<file path="src/pbms_pkg.sv">
`timescale 1ns / 1ps
// ============================================================================
// pbms_pkg
// Shared constants, types and command/status structs of the plane search.
// ============================================================================
package pbms_pkg;

    function automatic int max_int(input int x, input int y);
        return (x > y) ? x : y;
    endfunction

    localparam int MAX_PLANES  = 16;
    localparam int COEF_BITS   = 16;
    localparam int FRAC_BITS   = 12;

    localparam int IDX_W       = $clog2(MAX_PLANES);
    localparam int CNT_W       = $clog2(MAX_PLANES + 1);
    localparam int PLANE_W     = 4 * COEF_BITS;

    localparam int WEIGHT_W    = 12;
    localparam logic [WEIGHT_W-1:0] WEIGHT_RESET = 12'd410;

    localparam int QNUM_W      = 8;
    localparam int BEST_IDX_W  = 4;
    localparam int SCORE_W     = 21;

    localparam int PROD_W      = 2 * COEF_BITS;
    localparam int DOT_W       = PROD_W + 2;
    localparam int DIFF_W      = COEF_BITS + 1;
    localparam int PEN_W       = DIFF_W + WEIGHT_W;
    // room for the floor of -99 at 24 fraction bits
    localparam int SC_W        = max_int(max_int(DOT_W, PEN_W) + 1, 33);
    localparam int SH_W        = SC_W - FRAC_BITS;

    localparam logic signed [SC_W-1:0] SCORE_FLOOR =
        SC_W'(-64'sd99 * (64'sd1 <<< (2 * FRAC_BITS)));
    localparam logic signed [SH_W-1:0] SAT_MAX = SH_W'((64'sd1 <<< (SCORE_W - 1)) - 64'sd1);
    localparam logic signed [SH_W-1:0] SAT_MIN = SH_W'(-(64'sd1 <<< (SCORE_W - 1)));

    typedef enum logic [1:0] {
        FUNC_CLEAR  = 2'd0,
        FUNC_APPEND = 2'd1,
        FUNC_QUERY  = 2'd2
    } t_func;

    typedef enum logic [1:0] {
        S_IDLE,
        S_SCAN,
        S_WAIT,
        S_DONE
    } t_state;

    typedef struct packed {
        logic signed [COEF_BITS-1:0] normal_x;
        logic signed [COEF_BITS-1:0] normal_y;
        logic signed [COEF_BITS-1:0] normal_z;
        logic signed [COEF_BITS-1:0] plane_offset;
    } t_plane;

    typedef struct packed {
        logic             clear;
        logic             append;
        logic             query;
        logic             rd_en;
        logic [IDX_W-1:0] rd_addr;
        logic             load_out;
    } t_dp_cmd;

    typedef struct packed {
        logic [CNT_W-1:0] count;
        logic             pipe_busy;
        logic             out_free;
    } t_dp_status;

endpackage

</file>
<file path="src/pbms_if.sv">
`timescale 1ns / 1ps
// ============================================================================
// pbms interfaces
// Request, result and configuration channels of the plane search.
// ============================================================================
interface pbms_in_if import pbms_pkg::*; ();
    logic                        valid;
    logic                        ready;
    logic [1:0]                  func;
    logic signed [COEF_BITS-1:0] normal_x;
    logic signed [COEF_BITS-1:0] normal_y;
    logic signed [COEF_BITS-1:0] normal_z;
    logic signed [COEF_BITS-1:0] plane_offset;

    modport source (output valid, func, normal_x, normal_y, normal_z, plane_offset,
                    input ready);
    modport sink   (input valid, func, normal_x, normal_y, normal_z, plane_offset,
                    output ready);
endinterface

interface pbms_out_if import pbms_pkg::*; ();
    logic                      valid;
    logic                      ready;
    logic [QNUM_W-1:0]         query_number;
    logic                      found;
    logic [BEST_IDX_W-1:0]     best_index;
    logic signed [SCORE_W-1:0] peak_score;

    modport source (output valid, query_number, found, best_index, peak_score,
                    input ready);
    modport sink   (input valid, query_number, found, best_index, peak_score,
                    output ready);
endinterface

interface pbms_cfg_if import pbms_pkg::*; ();
    logic                valid;
    logic                ready;
    logic [WEIGHT_W-1:0] data;

    modport source (output valid, data, input ready);
    modport sink   (input valid, data, output ready);
endinterface

</file>
<file path="src/plane_best_match_search_top.sv">
`timescale 1ns / 1ps
// ============================================================================
// plane_best_match_search_top
// Best-match search of a query plane over a table of reference planes.
// ============================================================================
//  channel   dir   payload                                           handshake
//  i_in      in    func, normal_x, normal_y, normal_z, plane_offset   valid/ready
//  o_out     out   query_number, found, best_index, peak_score        valid/ready
//  i_cfg     in    data (offset_weight)                               valid/ready
//
//  Clear and append complete as they are accepted. During a query the table
//  RAM is read one plane per cycle into a four-stage scoring pipe.
//  The result sits in an output register, so new requests are taken while it
//  waits; a query finishing into a full output register holds until it drains.
//  Synchronous active-low reset empties the table and zeroes the query count.
// ============================================================================
module plane_best_match_search_top import pbms_pkg::*; (
    input  logic       i_clk,
    input  logic       i_rst_n,
    pbms_in_if.sink    i_in,
    pbms_out_if.source o_out,
    pbms_cfg_if.sink   i_cfg
);

    t_dp_cmd    w_cmd;
    t_dp_status w_status;
    t_plane     w_plane;

    assign w_plane.normal_x     = i_in.normal_x;
    assign w_plane.normal_y     = i_in.normal_y;
    assign w_plane.normal_z     = i_in.normal_z;
    assign w_plane.plane_offset = i_in.plane_offset;

    pbms_ctrl u_ctrl (
        .i_clk    (i_clk),
        .i_rst_n  (i_rst_n),
        .i_in     (i_in),
        .i_status (w_status),
        .o_cmd    (w_cmd)
    );

    pbms_dp u_dp (
        .i_clk    (i_clk),
        .i_rst_n  (i_rst_n),
        .i_cmd    (w_cmd),
        .i_plane  (w_plane),
        .i_cfg    (i_cfg),
        .o_out    (o_out),
        .o_status (w_status)
    );

endmodule

</file>
<file path="src/pbms_ram.sv">
`timescale 1ns / 1ps
// ============================================================================
// pbms_ram
// Generic single-write, single-read RAM with registered read data.
// ============================================================================
module pbms_ram #(
    parameter int WIDTH = 8,
    parameter int DEPTH = 16
) (
    input  logic                     i_clk,
    input  logic                     i_we,
    input  logic [$clog2(DEPTH)-1:0] i_waddr,
    input  logic [WIDTH-1:0]         i_wdata,
    input  logic                     i_re,
    input  logic [$clog2(DEPTH)-1:0] i_raddr,
    output logic [WIDTH-1:0]         o_rdata
);

    logic [WIDTH-1:0] r_mem [DEPTH];
    logic [WIDTH-1:0] r_rdata;

    always_ff @(posedge i_clk) begin
        if (i_we) begin
            r_mem[i_waddr] <= i_wdata;
        end
        if (i_re) begin
            r_rdata <= r_mem[i_raddr];
        end
    end

    assign o_rdata = r_rdata;

endmodule

</file>
<file path="src/pbms_ctrl.sv">
`timescale 1ns / 1ps
// ============================================================================
// pbms_ctrl
// Request decode and scan sequencer for the plane search.
// ============================================================================
module pbms_ctrl import pbms_pkg::*; (
    input  logic       i_clk,
    input  logic       i_rst_n,
    pbms_in_if.sink    i_in,
    input  t_dp_status i_status,
    output t_dp_cmd    o_cmd
);

    t_state           r_state, n_state;
    logic [CNT_W-1:0] r_idx, n_idx;
    logic             w_accept;

    always_ff @(posedge i_clk) begin
        if (!i_rst_n) begin
            r_state <= S_IDLE;
            r_idx   <= '0;
        end else begin
            r_state <= n_state;
            r_idx   <= n_idx;
        end
    end

    assign i_in.ready = (r_state == S_IDLE);
    assign w_accept   = i_in.valid && i_in.ready;

    always_comb begin
        n_state        = r_state;
        n_idx          = r_idx;
        o_cmd          = '0;
        o_cmd.rd_addr  = r_idx[IDX_W-1:0];
        case (r_state)
            S_IDLE: begin
                if (w_accept) begin
                    case (t_func'(i_in.func))
                        FUNC_CLEAR:  o_cmd.clear  = 1'b1;
                        FUNC_APPEND: o_cmd.append = 1'b1;
                        FUNC_QUERY: begin
                            o_cmd.query = 1'b1;
                            n_idx       = '0;
                            n_state     = S_SCAN;
                        end
                        default: ;
                    endcase
                end
            end
            S_SCAN: begin
                if (r_idx < i_status.count) begin
                    o_cmd.rd_en = 1'b1;
                    n_idx       = r_idx + CNT_W'(1);
                end else begin
                    n_state = S_WAIT;
                end
            end
            S_WAIT: begin
                if (!i_status.pipe_busy) begin
                    n_state = S_DONE;
                end
            end
            S_DONE: begin
                if (i_status.out_free) begin
                    o_cmd.load_out = 1'b1;
                    n_state        = S_IDLE;
                end
            end
            default: n_state = S_IDLE;
        endcase
    end

endmodule

</file>
<file path="src/pbms_dp.sv">
`timescale 1ns / 1ps
// ============================================================================
// pbms_dp
// Plane table, scoring pipeline, best tracker and result register.
// ============================================================================
module pbms_dp import pbms_pkg::*; (
    input  logic       i_clk,
    input  logic       i_rst_n,
    input  t_dp_cmd    i_cmd,
    input  t_plane     i_plane,
    pbms_cfg_if.sink   i_cfg,
    pbms_out_if.source o_out,
    output t_dp_status o_status
);

    logic [WEIGHT_W-1:0]  r_weight;
    logic [CNT_W-1:0]     r_count;
    logic [QNUM_W-1:0]    r_qcnt;
    logic [QNUM_W-1:0]    r_qnum;
    t_plane               r_query;

    logic                 w_we;
    logic [PLANE_W-1:0]   w_rdata;
    t_plane               w_ref;

    logic                 r_v1, r_v2, r_v3, r_v4;
    logic [IDX_W-1:0]     r_idx1, r_idx2, r_idx3, r_idx4;
    logic signed [PROD_W-1:0] r_pa, r_pb, r_pc;
    logic [DIFF_W-1:0]    r_abs;
    logic signed [DIFF_W-1:0] w_diff;
    logic signed [DOT_W-1:0]  r_dot;
    logic [PEN_W-1:0]     r_pen;
    logic signed [SC_W-1:0]   r_score;

    logic                 r_found;
    logic [IDX_W-1:0]     r_best_idx;
    logic signed [SC_W-1:0]   r_peak_score;

    logic signed [SH_W-1:0]    w_shift;
    logic signed [SCORE_W-1:0] w_sat;
    logic [IDX_W+BEST_IDX_W-1:0] w_idx_ext;

    logic                      r_out_valid;
    logic [QNUM_W-1:0]         r_out_qnum;
    logic                      r_out_found;
    logic [BEST_IDX_W-1:0]     r_out_idx;
    logic signed [SCORE_W-1:0] r_out_score;

    // config register, always ready
    assign i_cfg.ready = 1'b1;

    assign w_we = i_cmd.append && (r_count < CNT_W'(MAX_PLANES));

    pbms_ram #(
        .WIDTH (PLANE_W),
        .DEPTH (MAX_PLANES)
    ) u_table (
        .i_clk   (i_clk),
        .i_we    (w_we),
        .i_waddr (r_count[IDX_W-1:0]),
        .i_wdata (i_plane),
        .i_re    (i_cmd.rd_en),
        .i_raddr (i_cmd.rd_addr),
        .o_rdata (w_rdata)
    );

    assign w_ref  = t_plane'(w_rdata);
    assign w_diff = DIFF_W'(r_query.plane_offset) - DIFF_W'(w_ref.plane_offset);

    always_ff @(posedge i_clk) begin
        if (!i_rst_n) begin
            r_weight    <= WEIGHT_RESET;
            r_count     <= '0;
            r_qcnt      <= '0;
            r_v1        <= 1'b0;
            r_v2        <= 1'b0;
            r_v3        <= 1'b0;
            r_v4        <= 1'b0;
            r_out_valid <= 1'b0;
        end else begin
            if (i_cfg.valid) begin
                r_weight <= i_cfg.data;
            end
            if (i_cmd.clear) begin
                r_count <= '0;
                r_qcnt  <= '0;
            end else if (w_we) begin
                r_count <= r_count + CNT_W'(1);
            end else if (i_cmd.query) begin
                r_qcnt <= r_qcnt + QNUM_W'(1);
            end
            r_v1 <= i_cmd.rd_en;
            r_v2 <= r_v1;
            r_v3 <= r_v2;
            r_v4 <= r_v3;
            if (i_cmd.load_out) begin
                r_out_valid <= 1'b1;
            end else if (o_out.ready) begin
                r_out_valid <= 1'b0;
            end
        end
    end

    // scoring pipeline: read, products, sums, score, compare
    always_ff @(posedge i_clk) begin
        if (i_cmd.query) begin
            r_query      <= i_plane;
            r_qnum       <= r_qcnt;
            r_found      <= 1'b0;
            r_best_idx   <= '0;
            r_peak_score <= SCORE_FLOOR;
        end else if (r_v4 && (r_score > r_peak_score)) begin
            r_found      <= 1'b1;
            r_best_idx   <= r_idx4;
            r_peak_score <= r_score;
        end
        r_idx1  <= i_cmd.rd_addr;
        r_idx2  <= r_idx1;
        r_idx3  <= r_idx2;
        r_idx4  <= r_idx3;
        r_pa    <= r_query.normal_x * w_ref.normal_x;
        r_pb    <= r_query.normal_y * w_ref.normal_y;
        r_pc    <= r_query.normal_z * w_ref.normal_z;
        r_abs   <= w_diff[DIFF_W-1] ? DIFF_W'(-w_diff) : DIFF_W'(w_diff);
        r_dot   <= DOT_W'(r_pa) + DOT_W'(r_pb) + DOT_W'(r_pc);
        r_pen   <= PEN_W'(r_abs) * PEN_W'(r_weight);
        r_score <= SC_W'(r_dot) - $signed(SC_W'(r_pen));
    end

    // floor to 12 fraction bits, then saturate
    assign w_shift = SH_W'(r_peak_score >>> FRAC_BITS);
    always_comb begin
        if (w_shift > SAT_MAX) begin
            w_sat = SCORE_W'(SAT_MAX);
        end else if (w_shift < SAT_MIN) begin
            w_sat = SCORE_W'(SAT_MIN);
        end else begin
            w_sat = SCORE_W'(w_shift);
        end
    end

    assign w_idx_ext = {BEST_IDX_W'(0), r_best_idx};

    always_ff @(posedge i_clk) begin
        if (i_cmd.load_out) begin
            r_out_qnum  <= r_qnum;
            r_out_found <= r_found;
            r_out_idx   <= r_found ? w_idx_ext[BEST_IDX_W-1:0] : '0;
            r_out_score <= r_found ? w_sat : '0;
        end
    end

    assign o_out.valid        = r_out_valid;
    assign o_out.query_number = r_out_qnum;
    assign o_out.found        = r_out_found;
    assign o_out.best_index   = r_out_idx;
    assign o_out.peak_score   = r_out_score;

    assign o_status.count     = r_count;
    assign o_status.pipe_busy = r_v1 || r_v2 || r_v3 || r_v4;
    assign o_status.out_free  = !r_out_valid || o_out.ready;

endmodule
</file>
<file path="src/flat_wrapper.sv">
// flat-port wrapper written by rule: the top's interface ports become plain ports
module plane_best_match_search_top_flat import pbms_pkg::*;
  (i_clk, i_rst_n, i_in_valid, i_in_func, i_in_normal_x, i_in_normal_y, i_in_normal_z, i_in_plane_offset, i_in_ready, o_out_valid, o_out_query_number, o_out_found, o_out_best_index, o_out_peak_score, o_out_ready, i_cfg_valid, i_cfg_data, i_cfg_ready);
  pbms_in_if i_in_i ();
  pbms_out_if o_out_i ();
  pbms_cfg_if i_cfg_i ();
  input  logic i_clk;
  input  logic i_rst_n;
  input wire logic [$bits(i_in_i.valid)-1:0] i_in_valid;
  input wire logic [$bits(i_in_i.func)-1:0] i_in_func;
  input wire logic [$bits(i_in_i.normal_x)-1:0] i_in_normal_x;
  input wire logic [$bits(i_in_i.normal_y)-1:0] i_in_normal_y;
  input wire logic [$bits(i_in_i.normal_z)-1:0] i_in_normal_z;
  input wire logic [$bits(i_in_i.plane_offset)-1:0] i_in_plane_offset;
  output wire logic [$bits(i_in_i.ready)-1:0] i_in_ready;
  output wire logic [$bits(o_out_i.valid)-1:0] o_out_valid;
  output wire logic [$bits(o_out_i.query_number)-1:0] o_out_query_number;
  output wire logic [$bits(o_out_i.found)-1:0] o_out_found;
  output wire logic [$bits(o_out_i.best_index)-1:0] o_out_best_index;
  output wire logic [$bits(o_out_i.peak_score)-1:0] o_out_peak_score;
  input wire logic [$bits(o_out_i.ready)-1:0] o_out_ready;
  input wire logic [$bits(i_cfg_i.valid)-1:0] i_cfg_valid;
  input wire logic [$bits(i_cfg_i.data)-1:0] i_cfg_data;
  output wire logic [$bits(i_cfg_i.ready)-1:0] i_cfg_ready;
  assign i_in_i.valid = i_in_valid;
  assign i_in_i.func = i_in_func;
  assign i_in_i.normal_x = i_in_normal_x;
  assign i_in_i.normal_y = i_in_normal_y;
  assign i_in_i.normal_z = i_in_normal_z;
  assign i_in_i.plane_offset = i_in_plane_offset;
  assign i_in_ready = i_in_i.ready;
  assign o_out_valid = o_out_i.valid;
  assign o_out_query_number = o_out_i.query_number;
  assign o_out_found = o_out_i.found;
  assign o_out_best_index = o_out_i.best_index;
  assign o_out_peak_score = o_out_i.peak_score;
  assign o_out_i.ready = o_out_ready;
  assign i_cfg_i.valid = i_cfg_valid;
  assign i_cfg_i.data = i_cfg_data;
  assign i_cfg_ready = i_cfg_i.ready;
  plane_best_match_search_top u_core (.i_clk(i_clk), .i_rst_n(i_rst_n), .i_in(i_in_i), .o_out(o_out_i), .i_cfg(i_cfg_i));
endmodule
</file>
<file path="config.mk">
export PLATFORM = sky130hd
export DESIGN_NAME = plane_best_match_search_top_flat
export DESIGN_NICKNAME = d
export VERILOG_FILES = /design/src/pbms_pkg.sv /design/src/pbms_if.sv /design/src/plane_best_match_search_top.sv /design/src/pbms_ram.sv /design/src/pbms_ctrl.sv /design/src/pbms_dp.sv /design/src/flat_wrapper.sv
export SDC_FILE = /design/constraint.sdc
export NUM_CORES = 2
export LEC_CHECK = 0
export ABC_AREA = 1
export BUFFER_PORTS_ARGS = -buffer_cell sky130_fd_sc_hd__buf_2
export CAP_MARGIN = 10
export CELL_PAD_IN_SITES_DETAIL_PLACEMENT = 1
export CELL_PAD_IN_SITES_GLOBAL_PLACEMENT = 1
export CORE_MARGIN = 8
export CORE_UTILIZATION = 56
export DETAILED_ROUTE_END_ITERATION = 12
export GPL_ROUTABILITY_DRIVEN = 0
export PLACE_DENSITY = 0.89
export SLEW_MARGIN = 20
export SYNTH_ARGS = -nofsm -noshare
export SYNTH_HDL_FRONTEND = slang
export SYNTH_SLANG_ARGS = --single-unit
export TNS_END_PERCENT = 1
</file>
<file path="constraint.sdc">
create_clock -name i_clk -period 15.8 [get_ports i_clk]
set_input_delay 0 -clock i_clk [delete_from_list [all_inputs] [get_ports i_clk]]
set_output_delay 0 -clock i_clk [all_outputs]
set_load 0.05 [all_outputs]
</file>
* Word level (Yosys, flattened, before mapping) *
Memories as Yosys holds them, arrays and structs flattened. A register that Yosys moved wholly into a read port is not among the register bits.
Cells that the tools add are included.

operators by class
  add/sub/neg operators = 8
  multiply operators = 4
  magnitude comparators = 5
  eq/ne operators = 11
  mux-type cells = 26
  bitwise operators = 3
  reduce and logical (&&, ||, !) cells = 17

operators with widths
  cell                                                                             number
  16-bit by 16-bit multiplier with 32-bit output                                   3
  35-bit > comparator                                                              1
  34-bit by 30-bit subtractor with 35-bit output                                   1
  33-bit by 32-bit adder with 34-bit output                                        1
  32-bit by 32-bit adder with 33-bit output                                        1
  17-bit by 12-bit multiplier with 29-bit output                                   1
  23-bit by 21-bit > comparator with 1-bit output (second input constant)          1
  23-bit by 21-bit less-than comparator with 1-bit output (second input constant)  1
  21-bit 2-to-1 mux                                                                1
  20-bit 2-to-1 mux                                                                1
  17-bit negation                                                                  1
  16-bit by 16-bit subtractor with 17-bit output                                   1
  16-bit 2-to-1 mux                                                                1
  5-bit 2-to-1 mux                                                                 3
  1-bit 2-to-1 mux                                                                 11
  5-bit by 1-bit adder with 5-bit output (second input constant)                   2
  2-bit 2-to-1 mux                                                                 5
  5-bit case mux with 2 select lines                                               1
  8-bit by 1-bit adder with 8-bit output (second input constant)                   1
  2-bit != test (second input constant)                                            4
  2-bit case mux with 4 select lines                                               1
  2-bit equality test (second input constant)                                      3
  3-bit 2-to-1 mux                                                                 2
  5-bit less-than comparator                                                       1
  other kinds (13)                                                                 25

word-level totals
  flip-flop bits (word level) = 410
  RAM bits = 1024
  input port bits = 83
  output and inout bits = 37
  logic and storage cells = 110
  memories kept = 1

memories
  name                       words  width  read ports  clocked after memory_dff  write ports  line            source
  u_core.u_dp.u_table.r_mem  16     64     1           1                         1            pbms_ram.sv:19  logic [WIDTH-1:0] r_mem [DEPTH];

* Logic depth before layout (Yosys ltp) *
  depth after elaboration = 7
  mapped depth = 27
  mapped depth without buffers = 25

* Cells and area by module *
From an unflattened synthesis, not the netlist that was laid out.

unflattened totals
  cell total of the unflattened synthesis = 10970
  area total of the unflattened synthesis = 101152.0 µm²

by module, submodules not included
  module     times used  cells each  area each (µm²)  sequential area each (µm²)
  pbms_dp    1           6659        54567.3          9128.8
  pbms_ram   1           4210        45926.5          32671.3
  pbms_ctrl  1           101         658.1            140.1

* Least setup slack after synthesis *
OpenSTA, ideal clock, no wires.

  path type = register to register
  start = reg u_core.u_dp.r_query[47] (netlist bit)
  end = reg u_core.u_dp.r_pb[30]
  setup time = 0.072 ns
  arrival time = 5.544 ns
  data required time = 15.728 ns
  slack = 10.185 ns
  stages on the path, launching flop included = 22
  path buffers = 1
  clock period less this slack = 5.615 ns
  cells stage by stage = edfxtp_1 clkbuf_1 nand2_1 inv_1 fa_1 fa_1 inv_1 fa_1 inv_1 fa_1 fa_1 inv_1 fa_1 inv_1 ha_1 nand2_1 nor2_1 inv_1 nor4_1 nand4_1 nand2_1 xor2_1

on the way
  longest elaborated chain between the ends = 1

ends and longest elaborated chain
  what                                            line            source
  start: declaration                              pbms_dp.sv:20   t_plane r_query;
  start signal: assignment                        pbms_dp.sv:107  r_query <= i_plane;
  16-bit by 16-bit multiplier with 32-bit output  pbms_dp.sv:122  r_pb <= r_query.normal_y * w_ref.normal_y;
  end signal: assignment                          pbms_dp.sv:122
  end: declaration                                pbms_dp.sv:28   logic signed [PROD_W-1:0] r_pa, r_pb, r_pc;

Every way passes these cells.
A chain may end at the register's enable or synchronous reset.

* Worst setup path in the final report *
  start = reg u_core.u_dp.u_table.r_rdata[58], in the netlist u_core.u_dp.u_table.o_rdata[58] (read register of u_core.u_dp.u_table.r_mem)
  end = reg u_core.u_dp.r_pa[30]

on the way
  longest elaborated chain between the ends = 1

ends and longest elaborated chain
  what                                            line            source
  start: declaration                              pbms_ram.sv:20  logic [WIDTH-1:0] r_rdata;
  16-bit by 16-bit multiplier with 32-bit output  pbms_dp.sv:121  r_pa <= r_query.normal_x * w_ref.normal_x;
  end signal: assignment                          pbms_dp.sv:121
  end: declaration                                pbms_dp.sv:28

Every way passes these cells.

==> metrics.cfg <==
[timing]
hold_violations=0
slew_headroom=0.0315
tightestPinTransition_ns=1.44
finalCritPeriodShare=0.535
final.min_clock_period_ns=8.45
finalSetupTns_ns=0
drv_slew=0
setup-violations-final=0
fmax_mhz=118
worst_hold_slack_ns=0.0491
rsz0062_at_grt=false
finalClockSkew_ns=0.0694

[floorplanning]
dieArea_sq_mm=0.186
die_x_um=432
rows=152
floorplan.initialDensity=0.564
io_pins=120
coreArea_sq_mm=0.172
dieHeight_um=432

[yosys]
synth_top_family_by_area=adder cells
synth_top_area_share=0.371
synth_top_flop_cell=edfxtp_1
async_reset_ff_frac=0
syn_area_sq_mm=0.0967
synth_compound_area_frac=0.0678
synthXorXnorAreaFrac=0.0177
synth.area.mux_share=0.0112
synth_area_leaders=edfxtp_1, fa_1, inv_1
yosysWarnings=0
yosysTopAreaCell=edfxtp_1
synth_fa_ha_area_frac=0.258
synthSimpleGateAreaFrac=0.122
syn_area_per_cell_sq_um=10.2
synthesis.nets=11000
yosysSeqAreaShare=0.434
ys_seq_elements=1498
syn_inst=9514
synth_edf_count=1194
ys_types=53

[critical_path]
cp-end-kind=flip-flop
cp-start-kind=flip-flop
r2r_slack_ns=7.35
arrival_ns=9.21
reg2reg_from=u_core.u_dp.u_table.o_rdata[58]$_DFFE_PP_
reg2regPathDepth=20
path_max_fanout=16
cp.required_ns=16.56
reg2reg_to=u_core.u_dp.r_pa[30]$_DFF_P_
critical_path_class=flip-flop to flip-flop

[placement]
dp_hpwl_um=216000
io_buffer_count=118
placed_cell_area_sq_mm=0.0990

[clock_tree]
ctsResizeCount=0
ctsRootBufferMaster=clkbuf_16
clock_sinks=1498
insertion_delay_ns=0.92
cts_buffers=155
clk_pin_slew_ns=0.08
cts_max_level=4
cts_tree=done
cts_buffer_depth=3
post-cts-setup-buffer-count=0
postCtsHoldBufs=119

[global_routing]
antenna_found_initial=54
grt_overflow=0
grt_start_max_net_pins=186
grt_pass1_wl_um=567000
grt_pass1_vias=87800
grt_usage=0.407

[route]
vias=81700
drc=0
viasPerCell=6.81
ant_nets=0
wl_per_cell_um=33.8
dr.pass1.iters=10
drt_wl_total_um=405000
drtIter0Drc=13000

[layout]
final_layout_size_suffix_gt1_frac=0.0486
fin_nets=11000
final_core_util=0.616
design_area_sq_mm=0.106
syn2layout_area_growth_pct=9.28

[run_status]
status=finished, final reports clean

[worst_hold_path]
min_to=u_core.u_dp.r_query[31]$_DFFE_PP_
hp-start=i_in_normal_z[15]
hold_depth=2
hp-class=input port to flip-flop

[flow_run]
max_cap_violations=0

[layout by cell type (no fill, tap or decap), types with 17 or more instances in the layout]
cell,n
o221ai_1,110
mux2i_1,108
nor2_1,886
nand4_1,46
diode_2,37
a21oi_1,256
o211ai_1,31
a21o_1,17
dfxtp_1,301
buf_2,118
o21ai_0,396
nor3_1,33
buf_4,49
nand2_1,1704
clkbuf_16,158
o21bai_1,21
ha_1,440
clkbuf_1,24
o32ai_1,148
clkinv_1,28
xor2_1,120
inv_1,1843
dlygate4sd3_1,119
fa_1,971
xnor2_1,75
nor2_4,18
nand3_1,232
clkinv_2,31
edfxtp_1,1194
[logic make-up (layout without fill, tap and decap cells)]
family	after synthesis	count (layout)
buffers and inverters	2280	2426
and+or+nand+nor	2976	2976
DFF	1498	1498
muxes	108	108
adders and majority gates	1411	1411
other	1	38
xor gates and xnor gates	195	195
AOI/OAI and AO/OA	1045	1045
[sequential cells by signal, indices dropped and copies added, names as in the netlist, 32 cells and up]
signal	flops
u_core.u_dp.u_table.o_rdata	64
u_core.u_dp.r_query	64
u_core.u_dp.u_table.r_mem	1024
u_core.u_dp.r_score	35
u_core.u_dp.r_pb	32
u_core.u_dp.r_pa	32
u_core.u_dp.r_peak_score	35
u_core.u_dp.r_dot	34
u_core.u_dp.r_pc	32
[synth_stat cells (3+ instances only)]
| master | instances |
|---|---|
| inv_1 | 1846 |
| nand2_1 | 1704 |
| edfxtp_1 | 1194 |
| fa_1 | 971 |
| nor2_1 | 904 |
| ha_1 | 440 |
| o21ai_0 | 396 |
| clkbuf_1 | 380 |
| dfxtp_1 | 304 |
| a21oi_1 | 257 |
| nand3_1 | 232 |
| o32ai_1 | 148 |
| xor2_1 | 120 |
| o221ai_1 | 110 |
| mux2i_1 | 108 |
| xnor2_1 | 75 |
| nand4_1 | 46 |
| nor3_1 | 34 |
| o211ai_1 | 31 |
| buf_2 | 23 |
| o21bai_1 | 21 |
| a21o_1 | 17 |
| buf_1 | 17 |
| or2_2 | 16 |
| a31oi_1 | 15 |
| nand3b_1 | 13 |
| nor4_1 | 13 |
| o21a_1 | 9 |
| a21boi_0 | 8 |
| a211oi_1 | 6 |
| o221a_2 | 6 |
| buf_4 | 5 |
| buf_6 | 5 |
| nor3b_1 | 4 |
| o2111ai_1 | 4 |
| a221oi_1 | 3 |
| inv_2 | 3 |
| o21ai_1 | 3 |
[routing by layer]
metal / up-vias / global-route usage / wire length, um
met3: 3427 / 0.140 / 55500
li1: 30400 / - / -
met2: 8483 / 0.643 / 179000
met4: 36 / 0.326 / 45200
met5: - / 0 / 521
met1: 39400 / 0.448 / 125000
[stage by stage]
| step | worst slack (ns) | cells |
|---|---|---|
| after CTS | 8.87 | 12000 |
| after floorplan | 10.18 | 9514 |
| after global routing | 7.84 | 12000 |
| final | 7.35 | 12000 |
| after detailed placement | 9.31 | 11600 |
| after global placement | 9.68 | 11600 |
[worst max-delay path: stages, from the launching register on]
cell and delay (ns):
edfxtp_1 0.85, nand2_1 0.23, inv_1 0.15, fa_1 0.83, inv_1 0.21, fa_1 0.61
fa_1 0.92, inv_1 0.17, fa_1 0.57, inv_1 0.07, fa_1 0.49, inv_1 0.08
fa_1 0.50, ha_1 0.45, nand2_1 0.12, inv_1 0.12, nand2_1 0.14, nor3_1 0.86
nand2_1 0.19, o21ai_0 0.37, xor2_1 0.34
[worst max path at each step]
stage,endpoint,startpoint,slack [ns],depth (start not counted)
2_1_floorplan,u_core.u_dp.r_pb[30]$_DFF_P_,u_core.u_dp.r_query[47]$_DFFE_PP_,10.18,21
3_3_place_gp,u_core.u_dp.r_pb[20]$_DFF_P_,u_core.u_dp.r_query[47]$_DFFE_PP_,9.68,16
3_5_place_dp,u_core.u_dp.r_pb[30]$_DFF_P_,u_core.u_dp.r_query[47]$_DFFE_PP_,9.31,20
4_1_cts,u_core.u_dp.r_pa[30]$_DFF_P_,u_core.u_dp.u_table.o_rdata[55]$_DFFE_PP_,8.87,20
5_1_grt,u_core.u_dp.r_pa[30]$_DFF_P_,u_core.u_dp.u_table.o_rdata[58]$_DFFE_PP_,7.84,20
6_report,u_core.u_dp.r_pa[30]$_DFF_P_,u_core.u_dp.u_table.o_rdata[58]$_DFFE_PP_,7.35,20
[layout make-up]
type / count / area (sq um)
multi-input cells: 5736 / 46200
fillers: 18200 / 65900
well taps: 2310 / 2890
clock inverters: 95 / 1080
repair buffers: 294 / 2320
clock buffers: 187 / 4110
inverters: 1850 / 6960
diodes: 37 / 92.6
flip-flops and latches: 1498 / 42000
Power is not shown: default switching activity piles up to over one toggle a cycle in this logic, so the estimate is an artifact.
